File: config.mk
export PLATFORM = sky130hd
export DESIGN_NAME = best_fit_page_extent_allocator_core
export DESIGN_NICKNAME = d
export VERILOG_FILES = /design/src/rtl/bfa_pkg.sv /design/src/rtl/best_fit_page_extent_allocator_core.sv /design/src/rtl/bfa_ctrl.sv /design/src/rtl/bfa_dpath.sv
export SDC_FILE = /design/constraint.sdc
export NUM_CORES = 1
export LEC_CHECK = 0
export ABC_AREA = 1
export BUFFER_PORTS_ARGS = -buffer_cell sky130_fd_sc_hd__buf_2
export CAP_MARGIN = 20
export CORE_UTILIZATION = 60
export DETAILED_ROUTE_END_ITERATION = 6
export GPL_ROUTABILITY_DRIVEN = 0
export GPL_TIMING_DRIVEN = 0
export MAX_ROUTING_LAYER = met4
export PLACE_DENSITY = 0.77
export SLEW_MARGIN = 10
export SYNTH_ARGS = -nofsm -noshare
export SYNTH_HDL_FRONTEND = slang
export SYNTH_SLANG_ARGS = --single-unit
File: constraint.sdc
create_clock -name clk_i -period 9.9 [get_ports clk_i]
set_clock_uncertainty 0.1 [all_clocks]
set_input_delay 0.495 -clock clk_i [delete_from_list [all_inputs] [get_ports clk_i]]
set_output_delay 0.495 -clock clk_i [all_outputs]
set_load 0.005 [all_outputs]
File: src/rtl/bfa_pkg.sv
`timescale 1ns / 1ps

package bfa_pkg;

  // default sizes
  localparam int MaxExtentsDef    = 16;
  localparam int PageIndexBitsDef = 16;

  // command codes
  typedef enum logic {
    CMD_ADD   = 1'b0,
    CMD_ALLOC = 1'b1
  } extent_cmd_e;

  // result status codes
  typedef enum logic [1:0] {
    RES_OK     = 2'd0,
    RES_NO_FIT = 2'd1,
    RES_FULL   = 2'd2
  } res_status_e;

  // controller states
  typedef enum logic [3:0] {
    S_IDLE,
    S_DECODE,
    S_ADD_SHIFT,
    S_ADD_DRAIN,
    S_ADD_PUT,
    S_SCAN,
    S_SCAN_LAST,
    S_PICK,
    S_CLOSE,
    S_CLOSE_DRAIN,
    S_DONE
  } bfa_state_e;

  // table index counter operations
  typedef enum logic [2:0] {
    IDX_HOLD,
    IDX_TOP,
    IDX_ZERO,
    IDX_AFTER_BEST,
    IDX_UP,
    IDX_DOWN
  } idx_op_e;

  // table write operations
  typedef enum logic [2:0] {
    WR_NONE,
    WR_SHIFT_UP,
    WR_SHIFT_DOWN,
    WR_NEW,
    WR_TRIM
  } wr_op_e;

  // controller to datapath commands
  typedef struct packed {
    logic    capture;
    idx_op_e idx_op;
    logic    rd_en;
    wr_op_e  wr_op;
    logic    scan;
    logic    total_inc;
    logic    total_dec;
    logic    set_full;
    logic    set_nofit;
    logic    take_base;
    logic    finish;
  } bfa_ctl_t;

  // datapath to controller status
  typedef struct packed {
    logic is_alloc;
    logic table_full;
    logic table_empty;
    logic idx_zero;
    logic idx_last;
    logic found;
    logic exact;
    logic best_last;
  } bfa_sts_t;

endpackage

File: src/rtl/best_fit_page_extent_allocator_core.sv
`timescale 1ns / 1ps
// an add shifts each held extent up one slot, one table shift per cycle, then writes
// the new extent into slot 0; an add to a full table only reports full; an allocate
// makes one scan read per cycle with an early stop on an exact fit, then trims the
// best entry or removes it and closes up the entries after it, else reports no fit
// one command in flight, busy drops in the result beat, which lasts one cycle and the
// receiver cannot stall it; reset empties the extent table, contents are not cleared
module best_fit_page_extent_allocator_core #(
  parameter int MAX_EXTENTS     = bfa_pkg::MaxExtentsDef,
  parameter int PAGE_INDEX_BITS = bfa_pkg::PageIndexBitsDef
) (
  input  logic        clk_i,
  input  logic        rst_ni,
  input  logic        start,
  output logic        busy,
  input  logic        command_i,
  input  logic [15:0] first_page_i,
  input  logic [15:0] page_count_i,
  output logic        done_o,
  output logic [1:0]  status_o,
  output logic [15:0] base_page_o,
  output logic [4:0]  extents_held_o
);
  import bfa_pkg::*;

  bfa_ctl_t ctl;
  bfa_sts_t sts;

  // sequencer
  bfa_ctrl u_ctrl (
    .clk_i  (clk_i),
    .rst_ni (rst_ni),
    .start  (start),
    .busy   (busy),
    .sts_i  (sts),
    .ctl_o  (ctl)
  );

  // extent table and best fit datapath
  bfa_dpath #(
    .MAX_EXTENTS     (MAX_EXTENTS),
    .PAGE_INDEX_BITS (PAGE_INDEX_BITS)
  ) u_dpath (
    .clk_i          (clk_i),
    .rst_ni         (rst_ni),
    .ctl_i          (ctl),
    .sts_o          (sts),
    .command_i      (command_i),
    .first_page_i   (first_page_i),
    .page_count_i   (page_count_i),
    .done_o         (done_o),
    .status_o       (status_o),
    .base_page_o    (base_page_o),
    .extents_held_o (extents_held_o)
  );

endmodule

File: src/rtl/bfa_ctrl.sv
`timescale 1ns / 1ps

module bfa_ctrl (
  input  logic              clk_i,
  input  logic              rst_ni,
  input  logic              start,
  output logic              busy,
  input  bfa_pkg::bfa_sts_t sts_i,
  output bfa_pkg::bfa_ctl_t ctl_o
);
  import bfa_pkg::*;

  bfa_state_e state_q, state_d;

  // state register
  always_ff @(posedge clk_i or negedge rst_ni) begin
    if (!rst_ni) begin
      state_q <= S_IDLE;
    end else begin
      state_q <= state_d;
    end
  end

  assign busy = (state_q != S_IDLE);

  // next state
  always_comb begin
    state_d = state_q;
    case (state_q)
      S_IDLE: begin
        if (start) state_d = S_DECODE;
      end
      S_DECODE: begin
        if (sts_i.is_alloc) begin
          state_d = sts_i.table_empty ? S_DONE : S_SCAN;
        end else if (sts_i.table_full) begin
          state_d = S_DONE;
        end else begin
          state_d = sts_i.table_empty ? S_ADD_PUT : S_ADD_SHIFT;
        end
      end
      S_ADD_SHIFT: begin
        if (sts_i.idx_zero) state_d = S_ADD_DRAIN;
      end
      S_ADD_DRAIN: state_d = S_ADD_PUT;
      S_ADD_PUT:   state_d = S_DONE;
      S_SCAN: begin
        // stop early once an exact fit is held
        if (sts_i.exact) begin
          state_d = S_PICK;
        end else if (sts_i.idx_last) begin
          state_d = S_SCAN_LAST;
        end
      end
      S_SCAN_LAST: state_d = S_PICK;
      S_PICK: begin
        if (sts_i.found && sts_i.exact && !sts_i.best_last) begin
          state_d = S_CLOSE;
        end else begin
          state_d = S_DONE;
        end
      end
      S_CLOSE: begin
        if (sts_i.idx_last) state_d = S_CLOSE_DRAIN;
      end
      S_CLOSE_DRAIN: state_d = S_DONE;
      S_DONE:        state_d = S_IDLE;
      default:       state_d = S_IDLE;
    endcase
  end

  // datapath commands
  always_comb begin
    ctl_o = '0;
    case (state_q)
      S_IDLE: begin
        ctl_o.capture = start;
      end
      S_DECODE: begin
        if (sts_i.is_alloc) begin
          if (sts_i.table_empty) ctl_o.set_nofit = 1'b1;
          else                   ctl_o.idx_op    = IDX_ZERO;
        end else if (sts_i.table_full) begin
          ctl_o.set_full = 1'b1;
        end else if (!sts_i.table_empty) begin
          ctl_o.idx_op = IDX_TOP;
        end
      end
      S_ADD_SHIFT: begin
        ctl_o.rd_en  = 1'b1;
        ctl_o.idx_op = IDX_DOWN;
        ctl_o.wr_op  = WR_SHIFT_UP;
      end
      S_ADD_DRAIN: begin
        ctl_o.wr_op = WR_SHIFT_UP;
      end
      S_ADD_PUT: begin
        ctl_o.wr_op     = WR_NEW;
        ctl_o.total_inc = 1'b1;
      end
      S_SCAN: begin
        ctl_o.rd_en  = 1'b1;
        ctl_o.idx_op = IDX_UP;
        ctl_o.scan   = 1'b1;
      end
      S_SCAN_LAST: begin
        ctl_o.scan = 1'b1;
      end
      S_PICK: begin
        if (!sts_i.found) begin
          ctl_o.set_nofit = 1'b1;
        end else begin
          ctl_o.take_base = 1'b1;
          if (!sts_i.exact) begin
            ctl_o.wr_op = WR_TRIM;
          end else if (sts_i.best_last) begin
            ctl_o.total_dec = 1'b1;
          end else begin
            ctl_o.idx_op = IDX_AFTER_BEST;
          end
        end
      end
      S_CLOSE: begin
        ctl_o.rd_en  = 1'b1;
        ctl_o.idx_op = IDX_UP;
        ctl_o.wr_op  = WR_SHIFT_DOWN;
      end
      S_CLOSE_DRAIN: begin
        ctl_o.wr_op     = WR_SHIFT_DOWN;
        ctl_o.total_dec = 1'b1;
      end
      S_DONE: begin
        ctl_o.finish = 1'b1;
      end
      default: ctl_o = '0;
    endcase
  end

endmodule

File: src/rtl/bfa_dpath.sv
`timescale 1ns / 1ps

module bfa_dpath #(
  parameter int MAX_EXTENTS     = bfa_pkg::MaxExtentsDef,
  parameter int PAGE_INDEX_BITS = bfa_pkg::PageIndexBitsDef
) (
  input  logic              clk_i,
  input  logic              rst_ni,
  input  bfa_pkg::bfa_ctl_t ctl_i,
  output bfa_pkg::bfa_sts_t sts_o,
  input  logic              command_i,
  input  logic [15:0]       first_page_i,
  input  logic [15:0]       page_count_i,
  output logic              done_o,
  output logic [1:0]        status_o,
  output logic [15:0]       base_page_o,
  output logic [4:0]        extents_held_o
);
  import bfa_pkg::*;

  localparam int TW = $clog2(MAX_EXTENTS + 1);
  localparam int IW = $clog2(MAX_EXTENTS);
  localparam int PW = PAGE_INDEX_BITS;
  localparam int EW = 2 * PW;

  // extent table, entry = {start, size}
  logic [EW-1:0] mem [MAX_EXTENTS];

  logic          cmd_q;
  logic [PW-1:0] first_q, count_q;
  logic [TW-1:0] total_q, total_d, total_m1;
  logic [IW-1:0] idx_q, idx_d;
  logic [EW-1:0] rd_q;
  logic [IW-1:0] rd_addr_q;
  logic          rd_vld_q;
  logic          found_q;
  logic [IW-1:0] best_q;
  logic [PW-1:0] best_left_q, best_start_q;
  res_status_e   status_q;
  logic [PW-1:0] base_q;
  logic          done_q;

  logic [PW+15:0] first_ext, count_ext;
  logic [PW+15:0] base_ext;
  logic [TW+4:0]  total_ext;

  logic          wr_en;
  logic [IW-1:0] wr_addr;
  logic [EW-1:0] wr_data;

  logic [PW-1:0] cand_size, cand_start, cand_left;
  logic          cand_take;

  // input fields fitted to the page index width
  assign first_ext = {{PW{1'b0}}, first_page_i};
  assign count_ext = {{PW{1'b0}}, page_count_i};

  assign total_m1 = total_q - TW'(1);

  // index counter
  always_comb begin
    case (ctl_i.idx_op)
      IDX_HOLD:       idx_d = idx_q;
      IDX_TOP:        idx_d = IW'(total_m1);
      IDX_ZERO:       idx_d = '0;
      IDX_AFTER_BEST: idx_d = best_q + IW'(1);
      IDX_UP:         idx_d = idx_q + IW'(1);
      IDX_DOWN:       idx_d = idx_q - IW'(1);
      default:        idx_d = idx_q;
    endcase
  end

  // extent count
  always_comb begin
    total_d = total_q;
    if (ctl_i.total_inc) total_d = total_q + TW'(1);
    if (ctl_i.total_dec) total_d = total_m1;
  end

  // table write select
  always_comb begin
    wr_en   = 1'b0;
    wr_addr = rd_addr_q;
    wr_data = rd_q;
    case (ctl_i.wr_op)
      WR_NONE: wr_en = 1'b0;
      WR_SHIFT_UP: begin
        wr_en   = rd_vld_q;
        wr_addr = rd_addr_q + IW'(1);
      end
      WR_SHIFT_DOWN: begin
        wr_en   = rd_vld_q;
        wr_addr = rd_addr_q - IW'(1);
      end
      WR_NEW: begin
        wr_en   = 1'b1;
        wr_addr = '0;
        wr_data = {first_q, count_q};
      end
      WR_TRIM: begin
        wr_en   = 1'b1;
        wr_addr = best_q;
        wr_data = {best_start_q + count_q, best_left_q};
      end
      default: wr_en = 1'b0;
    endcase
  end

  // table memory, registered read
  always_ff @(posedge clk_i) begin
    if (wr_en) mem[wr_addr] <= wr_data;
    if (ctl_i.rd_en) begin
      rd_q      <= mem[idx_q];
      rd_addr_q <= idx_q;
    end
  end

  // best fit compare on the entry just read
  assign cand_size  = rd_q[PW-1:0];
  assign cand_start = rd_q[EW-1:PW];
  assign cand_left  = cand_size - count_q;
  assign cand_take  = ctl_i.scan && rd_vld_q && (cand_size >= count_q) &&
                      (!found_q || (cand_left < best_left_q));

  // command fields and best candidate
  always_ff @(posedge clk_i) begin
    if (ctl_i.capture) begin
      cmd_q   <= command_i;
      first_q <= first_ext[PW-1:0];
      count_q <= count_ext[PW-1:0];
    end
    if (cand_take) begin
      best_q       <= rd_addr_q;
      best_left_q  <= cand_left;
      best_start_q <= cand_start;
    end
    idx_q <= idx_d;
  end

  // result fields
  always_ff @(posedge clk_i) begin
    if (ctl_i.capture) begin
      status_q <= RES_OK;
      base_q   <= '0;
    end else begin
      if (ctl_i.set_full)  status_q <= RES_FULL;
      if (ctl_i.set_nofit) status_q <= RES_NO_FIT;
      if (ctl_i.take_base) base_q   <= best_start_q;
    end
  end

  // control state
  always_ff @(posedge clk_i or negedge rst_ni) begin
    if (!rst_ni) begin
      total_q  <= '0;
      rd_vld_q <= 1'b0;
      found_q  <= 1'b0;
      done_q   <= 1'b0;
    end else begin
      total_q  <= total_d;
      rd_vld_q <= ctl_i.rd_en;
      done_q   <= ctl_i.finish;
      if (ctl_i.capture)  found_q <= 1'b0;
      else if (cand_take) found_q <= 1'b1;
    end
  end

  // status to controller
  always_comb begin
    sts_o.is_alloc    = (cmd_q == CMD_ALLOC);
    sts_o.table_full  = (total_q == TW'(MAX_EXTENTS));
    sts_o.table_empty = (total_q == '0);
    sts_o.idx_zero    = (idx_q == '0);
    sts_o.idx_last    = (TW'(idx_q) == total_m1);
    sts_o.found       = found_q;
    sts_o.exact       = found_q && (best_left_q == '0);
    sts_o.best_last   = (TW'(best_q) == total_m1);
  end

  // result beat
  assign base_ext       = {16'd0, base_q};
  assign total_ext      = {5'd0, total_q};
  assign done_o         = done_q;
  assign status_o       = status_q;
  assign base_page_o    = base_ext[15:0];
  assign extents_held_o = total_ext[4:0];

  // count never passes the table depth
  a_total_range: assert property (@(posedge clk_i) disable iff (!rst_ni)
    total_q <= TW'(MAX_EXTENTS))
    else $error("extent count beyond table depth");

  // no shift write may still be pending when the new extent goes in
  a_new_no_pending: assert property (@(posedge clk_i) disable iff (!rst_ni)
    (ctl_i.wr_op == WR_NEW) |-> !rd_vld_q)
    else $error("new extent write collides with shift");

  // removal only from a non-empty table
  a_dec_nonempty: assert property (@(posedge clk_i) disable iff (!rst_ni)
    ctl_i.total_dec |-> (total_q != '0))
    else $error("extent removed from empty table");

  // full status only with a full table
  a_full_status: assert property (@(posedge clk_i) disable iff (!rst_ni)
    (done_q && (status_q == RES_FULL)) |-> (total_q == TW'(MAX_EXTENTS)))
    else $error("full status with room left");

  // a result beat is never longer than one cycle
  a_done_pulse: assert property (@(posedge clk_i) disable iff (!rst_ni)
    done_q |=> !done_q)
    else $error("result strobe held");

endmodule
* Word-level counts from Yosys, hierarchy flattened *
Memories as Yosys holds them, arrays and structs flattened. A register that Yosys moved wholly into a read port is not among the register bits.
Cells that the tools add are included.
W data, S select, Z words.

word-level totals
  bits in latches = 0
  bits in registers = 107
  bits in read-only memories = 0
  memory bits (writable) = 512
  word-level logic and storage cells = 134
  memories kept = 1

operators by class
  div/mod/pow operators = 0
  add/sub/neg operators = 9
  reductions and logical operators = 28
  $lt $le $gt $ge = 2
  eq/ne operators = 26
  mux-type cells = 52
  bitwise logic cells = 0
  $mul = 0
  shifts and indexed selects = 0

memories
  memory       words  width  rd ports  clocked after memory_dff  write ports  RTL line         text
  u_dpath.mem  16     32     1         1                         1            bfa_dpath.sv:27  logic [EW-1:0] mem [MAX_EXTENTS];

operator list
  operator               number
  $pmux W32 S2           1
  $pmux W4 S9            1
  $mux W4                8
  $mux W1                24
  $pmux W3 S4            2
  $pmux W4 S5            1
  $add A16 B16 Y16       1
  $eq A4 B3 Y1 const B   4
  $ge A16 B16 Y1         1
  $logic_not A16 Y1      1
  $lt A16 B16 Y1         1
  $pmux W4 S4            1
  $reduce_or A2 Y1       8
  $sub A16 B16 Y16       1
  $mux W3                5
  $add A4 B1 Y4 const B  3
  $eq A3 B2 Y1 const B   4
  $eq A4 B4 Y1 const B   3
  $eq A4 B5 Y1           2
  $mux W5                2
  $eq A3 B3 Y1 const B   3
  $eq A4 B2 Y1 const B   2
  $logic_not A4 Y1       2
  $mux W2                4
  18 further kinds       32

* Depth between registers and ports, before layout *
Gate-level depths: netlist of run 1.

  word-level depth = 10
  gate-level depth with buffers = 19

* Cells and area by module *
From an unflattened synthesis of run 1, not the netlist that was laid out.

second synthesis, totals
  cells, all modules = 2388
  area, all modules = 27949.3 µm²

modules (own cells, without submodules)
  module     cells an instance  area each (µm²)  times used  sequential area each (µm²)
  bfa_dpath  2300               27445.1          1           19208.4
  bfa_ctrl   88                 504.2            1           100.1

* Least setup slack after synthesis of run 1 *
OpenSTA, ideal clock, no wires.

  kind = flip-flop to flip-flop
  start = register u_dpath.rd_q[0] (read register of u_dpath.mem)
  end = register u_dpath.best_left_q[0] (enable)
  data arrival time = 4.109 ns
  cell stages (with the launch flop) = 20
  path slack = 5.250 ns
  clock period less this slack = 4.650 ns
  path through = edfxtp_1 -> inv_1 -> ha_1 -> inv_1 -> fa_1 -> nand3_1 -> nand2_1 -> a21oi_1 -> inv_1 -> nand4_1 -> nand2_1 -> xor2_1 -> ha_1 -> nand2_1 -> inv_1 -> nand3_1 -> inv_1 -> a21oi_1 -> nand2_1 -> a21oi_1

on the way
  cells in the longest elaborated chain, start to end = 4

RTL lines
  item                       RTL line          text
  from (decl)                bfa_dpath.sv:33   logic [EW-1:0] rd_q;
  $sub A16 B16 Y16           bfa_dpath.sv:121  assign cand_left = cand_size - count_q;
  net u_dpath.cand_left[14]  bfa_dpath.sv:51   logic [PW-1:0] cand_size, cand_start, cand_left;
  $lt A16 B16 Y1             bfa_dpath.sv:123  (!found_q || (cand_left < best_left_q));
  $logic_or A1 B1 Y1         bfa_dpath.sv:123
  $logic_and A1 B1 Y1        bfa_dpath.sv:122  assign cand_take = ctl_i.scan && rd_vld_q && (cand_size >= count_q) &&
  net u_dpath.cand_take      bfa_dpath.sv:52   logic cand_take;
  to (signal assigned)       bfa_dpath.sv:134  best_left_q <= cand_left;
  to (decl)                  bfa_dpath.sv:38   logic [PW-1:0] best_left_q, best_start_q;

The timed path passes the listed nets, and every way through them passes these cells.
A chain may end at the register's enable or synchronous reset.

* Worst setup path after layout of run 1 *
  start = register u_dpath.count_q[1]
  end = register u_dpath.best_left_q[8] (enable)

on the way
  cells in the longest elaborated chain, start to end = 4

RTL lines
  item                      RTL line          text
  from (decl)               bfa_dpath.sv:30   logic [PW-1:0] first_q, count_q;
  from (signal assigned)    bfa_dpath.sv:130  count_q <= count_ext[PW-1:0];
  $sub A16 B16 Y16          bfa_dpath.sv:121
  net u_dpath.cand_left[9]  bfa_dpath.sv:51
  $lt A16 B16 Y1            bfa_dpath.sv:123
  $logic_or A1 B1 Y1        bfa_dpath.sv:123
  $logic_and A1 B1 Y1       bfa_dpath.sv:122
  net u_dpath.cand_take     bfa_dpath.sv:52

The timed path passes the listed nets, and every way through them passes these cells.

==> flow_metrics.env, run 1 <==
export IMPL_outcome="finished, final reports clean"
export IMPL_critPathMaxFanout=26
export IMPL_slew_viol_final=0
export IMPL_die_area_um2=47100
export IMPL_insertion_delay_ns=0.67
export IMPL_ys_warnings_count=0
export IMPL_overflow=0
export IMPL_grt_pass1_vias=20500
export IMPL_cts_setup_buffers=0
export IMPL_wl_per_cell_um=27.8
export IMPL_fin_crit_ns=4.09
export IMPL_synthesis_area_um2=27700
export IMPL_clk_pin_slew_ns=0.06
export IMPL_leakagePower_nw=11.3
export IMPL_clock_root_buffer="clkbuf_16"
export IMPL_reg2reg_depth=15
export IMPL_timing_hold_ws_ns=0.191
export IMPL_htree_num_levels=2
export IMPL_io_pins=61
export IMPL_yosysSeqAreaShare=0.696
export IMPL_postSynthNetCount=2387
export IMPL_vias=21000
export IMPL_required_ns=10.14
export IMPL_grt_usage=0.383
export IMPL_postRouteAntennaNets=0
export IMPL_seq_area_um2=19300
export IMPL_fmax_mhz=244
export IMPL_synthArstFlopShare=0.0184
export IMPL_core_rowCount=78
export IMPL_synth_seq_cells=651
export IMPL_wirelength_um=86900
export IMPL_rsz0062_at_grt="false"
export IMPL_crit_arrival_ns=4.34
export IMPL_crit_chain="inv_1 > ha_1 > nand2_1 > o21ai_0 > a21oi_1 > o21ai_0 > xnor2_1 > inv_1 > ha_1 > a21oi_1 > o21ai_0 > a21oi_1 > nand2_1 > a21oi_4 > buf_12"
export IMPL_tritoncts="yes"
export IMPL_nNetsFinal=2570
export IMPL_tightest_slew_ns=1.17
export IMPL_max_cap_violations=0
export IMPL_synthFlopType="edfxtp_1"
export IMPL_critPathKind="reg -> reg"
export IMPL_hold_viol=0
export IMPL_dp_hpwl_um=57000
export IMPL_clk_path_buf_depth=3
export IMPL_core_area_um2=45500
export IMPL_fin_area_um2=32000
export IMPL_syn_inst=2296
export IMPL_maxSlewHeadroom=0.219
export IMPL_syn2layout_area_growth_pct=15.2
export IMPL_cp_slowest_stage_delay_ns=0.46
export IMPL_cts_buffers_inserted=61
export IMPL_end_kind="register"
export IMPL_drc=0
export IMPL_min_period_over_period=0.413
export IMPL_start_util=0.610
export IMPL_regToRegSetupSlack_ns=5.81
export IMPL_total_power_mw=11.1
export IMPL_firstDrtPassIters=7
export IMPL_synth_edff_count=621
export IMPL_die_w_um=217
export IMPL_power_density_nw_per_um2=346
export IMPL_grt_max_degree=42
export IMPL_grt_pass1_wl_um=126000
export IMPL_rr_startpoint="u_dpath.count_q[1]$_DFFE_PP_"
export IMPL_startpoint_type="register"
export IMPL_die_h_um=217
export IMPL_cp_buffers_inverters=3
export IMPL_synth_avg_cell_area_um2=12.1
export IMPL_multiInputGateArea_um2=7680
export IMPL_synthDistinctLibCells=43
export IMPL_drive_gt1_frac=0.107
export IMPL_io_buffers=60
export IMPL_avgViaCountPerCell=6.72
export IMPL_first_iter_violations=3193
export IMPL_cts_sinks=651
export IMPL_r2r_end="u_dpath.best_left_q[8]$_DFFE_PP_"
export IMPL_antenna_found_initial=2
export IMPL_tns_ns=0
export IMPL_hold_path_class="in -> async"
export IMPL_finalSetupViolations=0
export IMPL_nFillCells=2998
export IMPL_crit_slowest_cell="a21oi_4"
export IMPL_vdd_drop_max_mv=0.186
export IMPL_placed_area_um2=29500
export IMPL_critPathTopFamily="compound AO/OA/AOI/OAI gates"
==> metrics by stage <==
step,instances,setup WS (ns),util
floorplan,2296,5.25,-
global placement,2956,3.95,0.633
detailed placement,2980,5.89,0.648
CTS,3126,5.85,0.702
global route,3130,5.51,0.703
finish,3130,5.81,0.703
==> kinds of logic (layout without fill, tap and decap cells) <==
logic type,Yosys count,count (layout),share of synthesized area
compound gates,553,553,0.120
xor+xnor,27,27,0.00852
fa+ha+maj,55,55,0.0256
buf+inv,241,473,0.0346
flops,651,651,0.696
other cells,0,2,0
simple gates,769,769,0.115
==> registers in the layout (all words and copies together) (netlist names), 5 cells and up <==
signal,cells
u_dpath.count_q,16
u_dpath.first_q,16
u_dpath.base_page_o,16
u_dpath.rd_q,32
u_dpath.best_left_q,16
u_dpath.mem,512
u_dpath.extents_held_o,5
u_dpath.best_start_q,16
==> cell usage in the layout (no fill, tap or decap), drive strengths merged <==
cell type,Yosys,routed
nand3,97,97
clkinvlp,0,2
o21bai,1,1
o211ai,38,38
a21boi,1,1
o221ai,105,105
nand2,301,301
dfrtp,12,12
xnor2,6,6
nor4,2,2
dlygate4sd3,0,34
or2,5,5
xor2,21,21
a21oi,70,70
inv,118,119
o31ai,1,1
fa,3,3
o21ai,294,294
o22ai,39,39
dfxtp,18,18
a21o,2,2
nand3b,7,7
clkbuf,80,150
buf,41,126
nand4,19,19
edfxtp,621,621
nor3,7,7
nor2,331,331
diode,0,2
clkinv,2,30
a31oi,2,2
bufinv,0,12
ha,52,52
==> per-layer routing <==
metal | vias to the layer above | global-route usage | part of all wire
met5 | - | - | 0
met4 | 0 | 0.231 | 0.069
met3 | 406 | 0.109 | 0.16
met2 | 1875 | 0.565 | 0.44
met1 | 9975 | 0.471 | 0.33
li1 | 8791 | - | -
==> final cells by class <==
cell class,instances,share of cell area
plain buffers,121,0.0160
clock buffers,69,0.0487
inverters,120,0.0141
well taps,600,0.0235
multi-input cells,1404,0.240
repair buffers,120,0.0360
clock inverters,43,0.0175
diodes,2,0.000157
flip-flops and latches,651,0.604
==> cells in the mapped netlist (2+ instances only) <==
| cell | count | share of area |
|---|---|---|
| nor2_2 | 3 | 0.00068 |
| nor2_4 | 3 | 0.0012 |
| edfxtp_1 | 621 | 0.67 |
| dfxtp_1 | 18 | 0.013 |
| a21oi_1 | 70 | 0.013 |
| nand3_1 | 95 | 0.017 |
| nand2_4 | 2 | 0.00081 |
| nand4_1 | 19 | 0.0043 |
| xnor2_1 | 6 | 0.0019 |
| nand3b_1 | 7 | 0.0019 |
| o21ai_1 | 9 | 0.0016 |
| buf_4 | 2 | 0.00054 |
| or2_2 | 5 | 0.0011 |
| clkbuf_1 | 80 | 0.011 |
| fa_1 | 3 | 0.0022 |
| ha_1 | 52 | 0.023 |
| nor2_1 | 324 | 0.044 |
| buf_1 | 11 | 0.0015 |
| buf_6 | 2 | 0.00081 |
| nor4_1 | 2 | 0.00045 |
| nand2_1 | 294 | 0.040 |
| o211ai_1 | 38 | 0.010 |
| nor3_1 | 7 | 0.0013 |
| o221ai_1 | 105 | 0.033 |
| nand2_2 | 5 | 0.0011 |
| o22ai_1 | 39 | 0.0088 |
| xor2_1 | 21 | 0.0066 |
| o21ai_0 | 284 | 0.051 |
| dfrtp_1 | 12 | 0.011 |
| buf_2 | 26 | 0.0047 |
| a21o_1 | 2 | 0.00054 |
| inv_1 | 103 | 0.014 |
| a31oi_1 | 2 | 0.00045 |
| inv_2 | 15 | 0.0020 |
==> report_power, final <==
| part | leakage, nW | internal [mW] | switching (mW) |
|---|---|---|---|
| Sequential | 5.92 | 3.92 | 0.183 |
| Clock | 1.02 | 1.44 | 1.06 |
| Combinational | 4.32 | 1.10 | 3.35 |
==> repair_timing <==
item                      in CTS  in global routing
hold endpoints to repair      45                  0
hold buffers                  34                  0
resized for setup              0                  0
==> how the worst max path moves through the flow <==
stage | startpoint | to | slack [ns] | depth (start not counted)
2_1_floorplan | u_dpath.rd_q[0]$_DFFE_PP_ | u_dpath.best_left_q[0]$_DFFE_PP_ | 5.25 | 19
3_3_place_gp | u_dpath.count_q[0]$_DFFE_PP_ | u_dpath.best_left_q[14]$_DFFE_PP_ | 3.95 | 18
3_5_place_dp | u_dpath.count_q[1]$_DFFE_PP_ | u_dpath.best_left_q[15]$_DFFE_PP_ | 5.89 | 15
4_1_cts | u_dpath.count_q[1]$_DFFE_PP_ | u_dpath.best_left_q[13]$_DFFE_PP_ | 5.85 | 15
5_1_grt | u_dpath.count_q[1]$_DFFE_PP_ | u_dpath.best_left_q[13]$_DFFE_PP_ | 5.51 | 15
6_report | u_dpath.count_q[1]$_DFFE_PP_ | u_dpath.best_left_q[8]$_DFFE_PP_ | 5.81 | 15
==> worst register-to-register path, cell delays in order, from the launching register on <==
cell	delay, ns
edfxtp_1	0.45
inv_1	0.15
ha_1	0.31
nand2_1	0.07
o21ai_0	0.37
a21oi_1	0.22
o21ai_0	0.28
xnor2_1	0.15
inv_1	0.08
ha_1	0.29
a21oi_1	0.14
o21ai_0	0.11
a21oi_1	0.14
nand2_1	0.21
a21oi_4	0.46
buf_12	0.25
(Power assumes the default switching activity.)
==> run 2: changes to the inputs <==
- clock period: 9.9 -> 4.2 ns (I/O delays scaled with it)
==> run 2 against run 1 <==
  * First-iteration DRC count barely moved
  * Die area did not move
  * Count of clock-buffer cells in the layout is 15 higher
  * Sequential share of layout area down 0.30 points
  * Sequential cell count stayed put
  * Global-route usage fell by 0.42 points
  * Critical path depth grew 4
  * Non-clock buffer count is 6 higher
==> flow_metrics.env, run 2 (same netlist as run 1, synthesis figures left out) <==
export IMPL_top_register="u_dpath.mem"
export IMPL_required_ns=4.41
export IMPL_crit_arrival_ns=4.17
export IMPL_clock_root_buffer="clkbuf_16"
export IMPL_hold_start="start"
export IMPL_wl_met3_um=12700
export IMPL_hold_path_class="in -> reg"
export IMPL_die_area_um2=47100
export IMPL_htree_num_levels=3
export IMPL_firstDrtPassIters=7
export IMPL_clk_pin_slew_ns=0.06
export IMPL_tritoncts="yes"
export IMPL_largest_reg_flops=512
export IMPL_drc=0
export IMPL_final_common_cell="edfxtp_1"
export IMPL_critPathMaxFanout=26
export IMPL_regToRegSetupSlack_ns=0.23
export IMPL_critPathKind="reg -> reg"
export IMPL_die_w_um=217
export IMPL_fmax_mhz=252
export IMPL_vdd_drop_max_mv=0.483
export IMPL_slew_viol_final=0
export IMPL_max_cap_violations=0
export IMPL_fin_crit_ns=3.97
export IMPL_end_kind="register"
export IMPL_power_density_nw_per_um2=818
export IMPL_insertion_delay_ns=0.61
export IMPL_io_pins=61
export IMPL_hold_viol=0
export IMPL_crit_chain="ha_1 > inv_1 > fa_1 > nand3_1 > nand2_1 > a21oi_1 > inv_1 > nand4_1 > nand2_1 > xor2_1 > ha_1 > nand2_1 > inv_1 > nand3_1 > inv_1 > a21oi_1 > nand2_1 > a21oi_4 > buf_12"
export IMPL_holdPathEnd="u_dpath.status_o[0]$_SDFFE_PP0P_"
export IMPL_antenna_found_initial=4
export IMPL_cts_buffers_inserted=67
export IMPL_die_h_um=217
export IMPL_avgViaCountPerCell=6.71
export IMPL_core_area_um2=45500
export IMPL_holdPathStages=5
export IMPL_wl_met1_um=29200
export IMPL_syn2layout_area_growth_pct=15.8
export IMPL_dr_max_layer_used="met4"
export IMPL_tightest_slew_ns=1.25
export IMPL_r2r_end="u_dpath.best_left_q[6]$_DFFE_PP_"
export IMPL_cp_buffers_inverters=5
export IMPL_startpoint_type="register"
export IMPL_outcome="finished, final reports clean"
export IMPL_grt_max_degree=42
export IMPL_critPathTopFamily="adder cells"
export IMPL_reg_largest_list="u_dpath.mem: 512 flops, u_dpath.rd_q: 32 flops"
export IMPL_grt_pass1_vias=20500
export IMPL_drive_gt1_frac=0.114
export IMPL_cts_sinks=651
export IMPL_final_cell_mix="621 x edfxtp_1, 308 x nor2_1, 294 x nand2_1"
export IMPL_first_iter_violations=3192
export IMPL_leakagePower_nw=11.4
export IMPL_maxSlewHeadroom=0.165
export IMPL_wirelength_um=86900
export IMPL_finalSetupViolations=0
export IMPL_start_util=0.610
export IMPL_clk_path_buf_depth=3
export IMPL_timing_hold_ws_ns=0.0214
export IMPL_grt_usage=0.379
export IMPL_nNetsFinal=2582
export IMPL_reg2reg_depth=19
export IMPL_crit_slowest_cell="edfxtp_1"
export IMPL_core_rowCount=78
export IMPL_min_period_over_period=0.944
export IMPL_dp_hpwl_um=57400
export IMPL_post_cts_resized=0
export IMPL_wl_met2_um=39200
export IMPL_grt_pass1_wl_um=125000
export IMPL_wl_per_cell_um=27.6
export IMPL_overflow=0
export IMPL_cp_slowest_stage_delay_ns=0.43
export IMPL_vias=21100
export IMPL_postRouteAntennaNets=0
export IMPL_io_buffers=60
export IMPL_rr_startpoint="u_dpath.count_q[0]$_DFFE_PP_"
export IMPL_tns_ns=0
## run 2: area by class of cell
type,instances,area (um^2)
inverter,120,452
fill,2942,13300
clock inverter,40,438
timing repair buffer,126,1150
tap,600,751
buffer,121,510
clock buffer,84,1850
antenna,3,7.51
sequential,651,19300
multi-input combinational,1404,7660
## run 2: per-stage QoR
stage	setup WS [ns]	cells	util	instance area, um^2	total power, mW
2_1_floorplan	0.263	2296	-	27700	15.3
3_3_place_gp	-1.42	2956	0.633	28800	18.8
3_5_place_dp	0.229	2979	0.647	29400	19.5
4_1_cts	0.197	3138	0.705	32100	25.7
5_1_grt	-0.0261	3148	0.706	32100	27.1
6_report	0.234	3149	0.707	32100	26.3
## run 2: worst max path at each step
stage	slack, ns	from	end	depth (start not counted)
floorplan	0.26	u_dpath.rd_q[0]$_DFFE_PP_	u_dpath.best_left_q[0]$_DFFE_PP_	19
global placement	-1.42	u_ctrl.state_q[1]$_DFFE_PN0P_	u_dpath.mem[14][7]$_DFFE_PP_	13
detailed placement	0.23	u_dpath.rd_q[0]$_DFFE_PP_	u_dpath.best_left_q[15]$_DFFE_PP_	20
CTS	0.20	u_dpath.count_q[0]$_DFFE_PP_	u_dpath.best_left_q[13]$_DFFE_PP_	19
global route	-0.03	u_dpath.count_q[1]$_DFFE_PP_	u_dpath.best_left_q[6]$_DFFE_PP_	17
finish	0.23	u_dpath.count_q[0]$_DFFE_PP_	u_dpath.best_left_q[6]$_DFFE_PP_	19
## run 2: timing repair
| item | in CTS | in global routing |
|---|---|---|
| buffers inserted | 0 | 6 |
| hold endpoints to repair | 45 | 0 |
| setup endpoints to repair | 0 | 26 |
| hold buffers | 35 | 0 |
## run 2: layer usage
layer,vias up,track usage
met5,-,-
met4,0,0.210
met3,401,0.0999
met2,1869,0.575
met1,10000,0.464
li1,8838,-
## run 2: worst min-delay path: cells and delay by family
| kind | cells | cell delay, ns |
|---|---|---|
| buffers and inverters | 3 | 0.31 |
| and+or+nand+nor | 2 | 0.16 |
## run 2: where the power goes
| group | internal [mW] | leakage [nW] | switching [mW] | total, mW |
|---|---|---|---|---|
| combinational | 2.58 | 4.33 | 7.86 | 10.4 |
| clock | 3.64 | 1.12 | 2.54 | 6.18 |
| sequential | 9.24 | 5.92 | 0.426 | 9.66 |
| total | 15.5 | 11.4 | 10.8 | 26.3 |
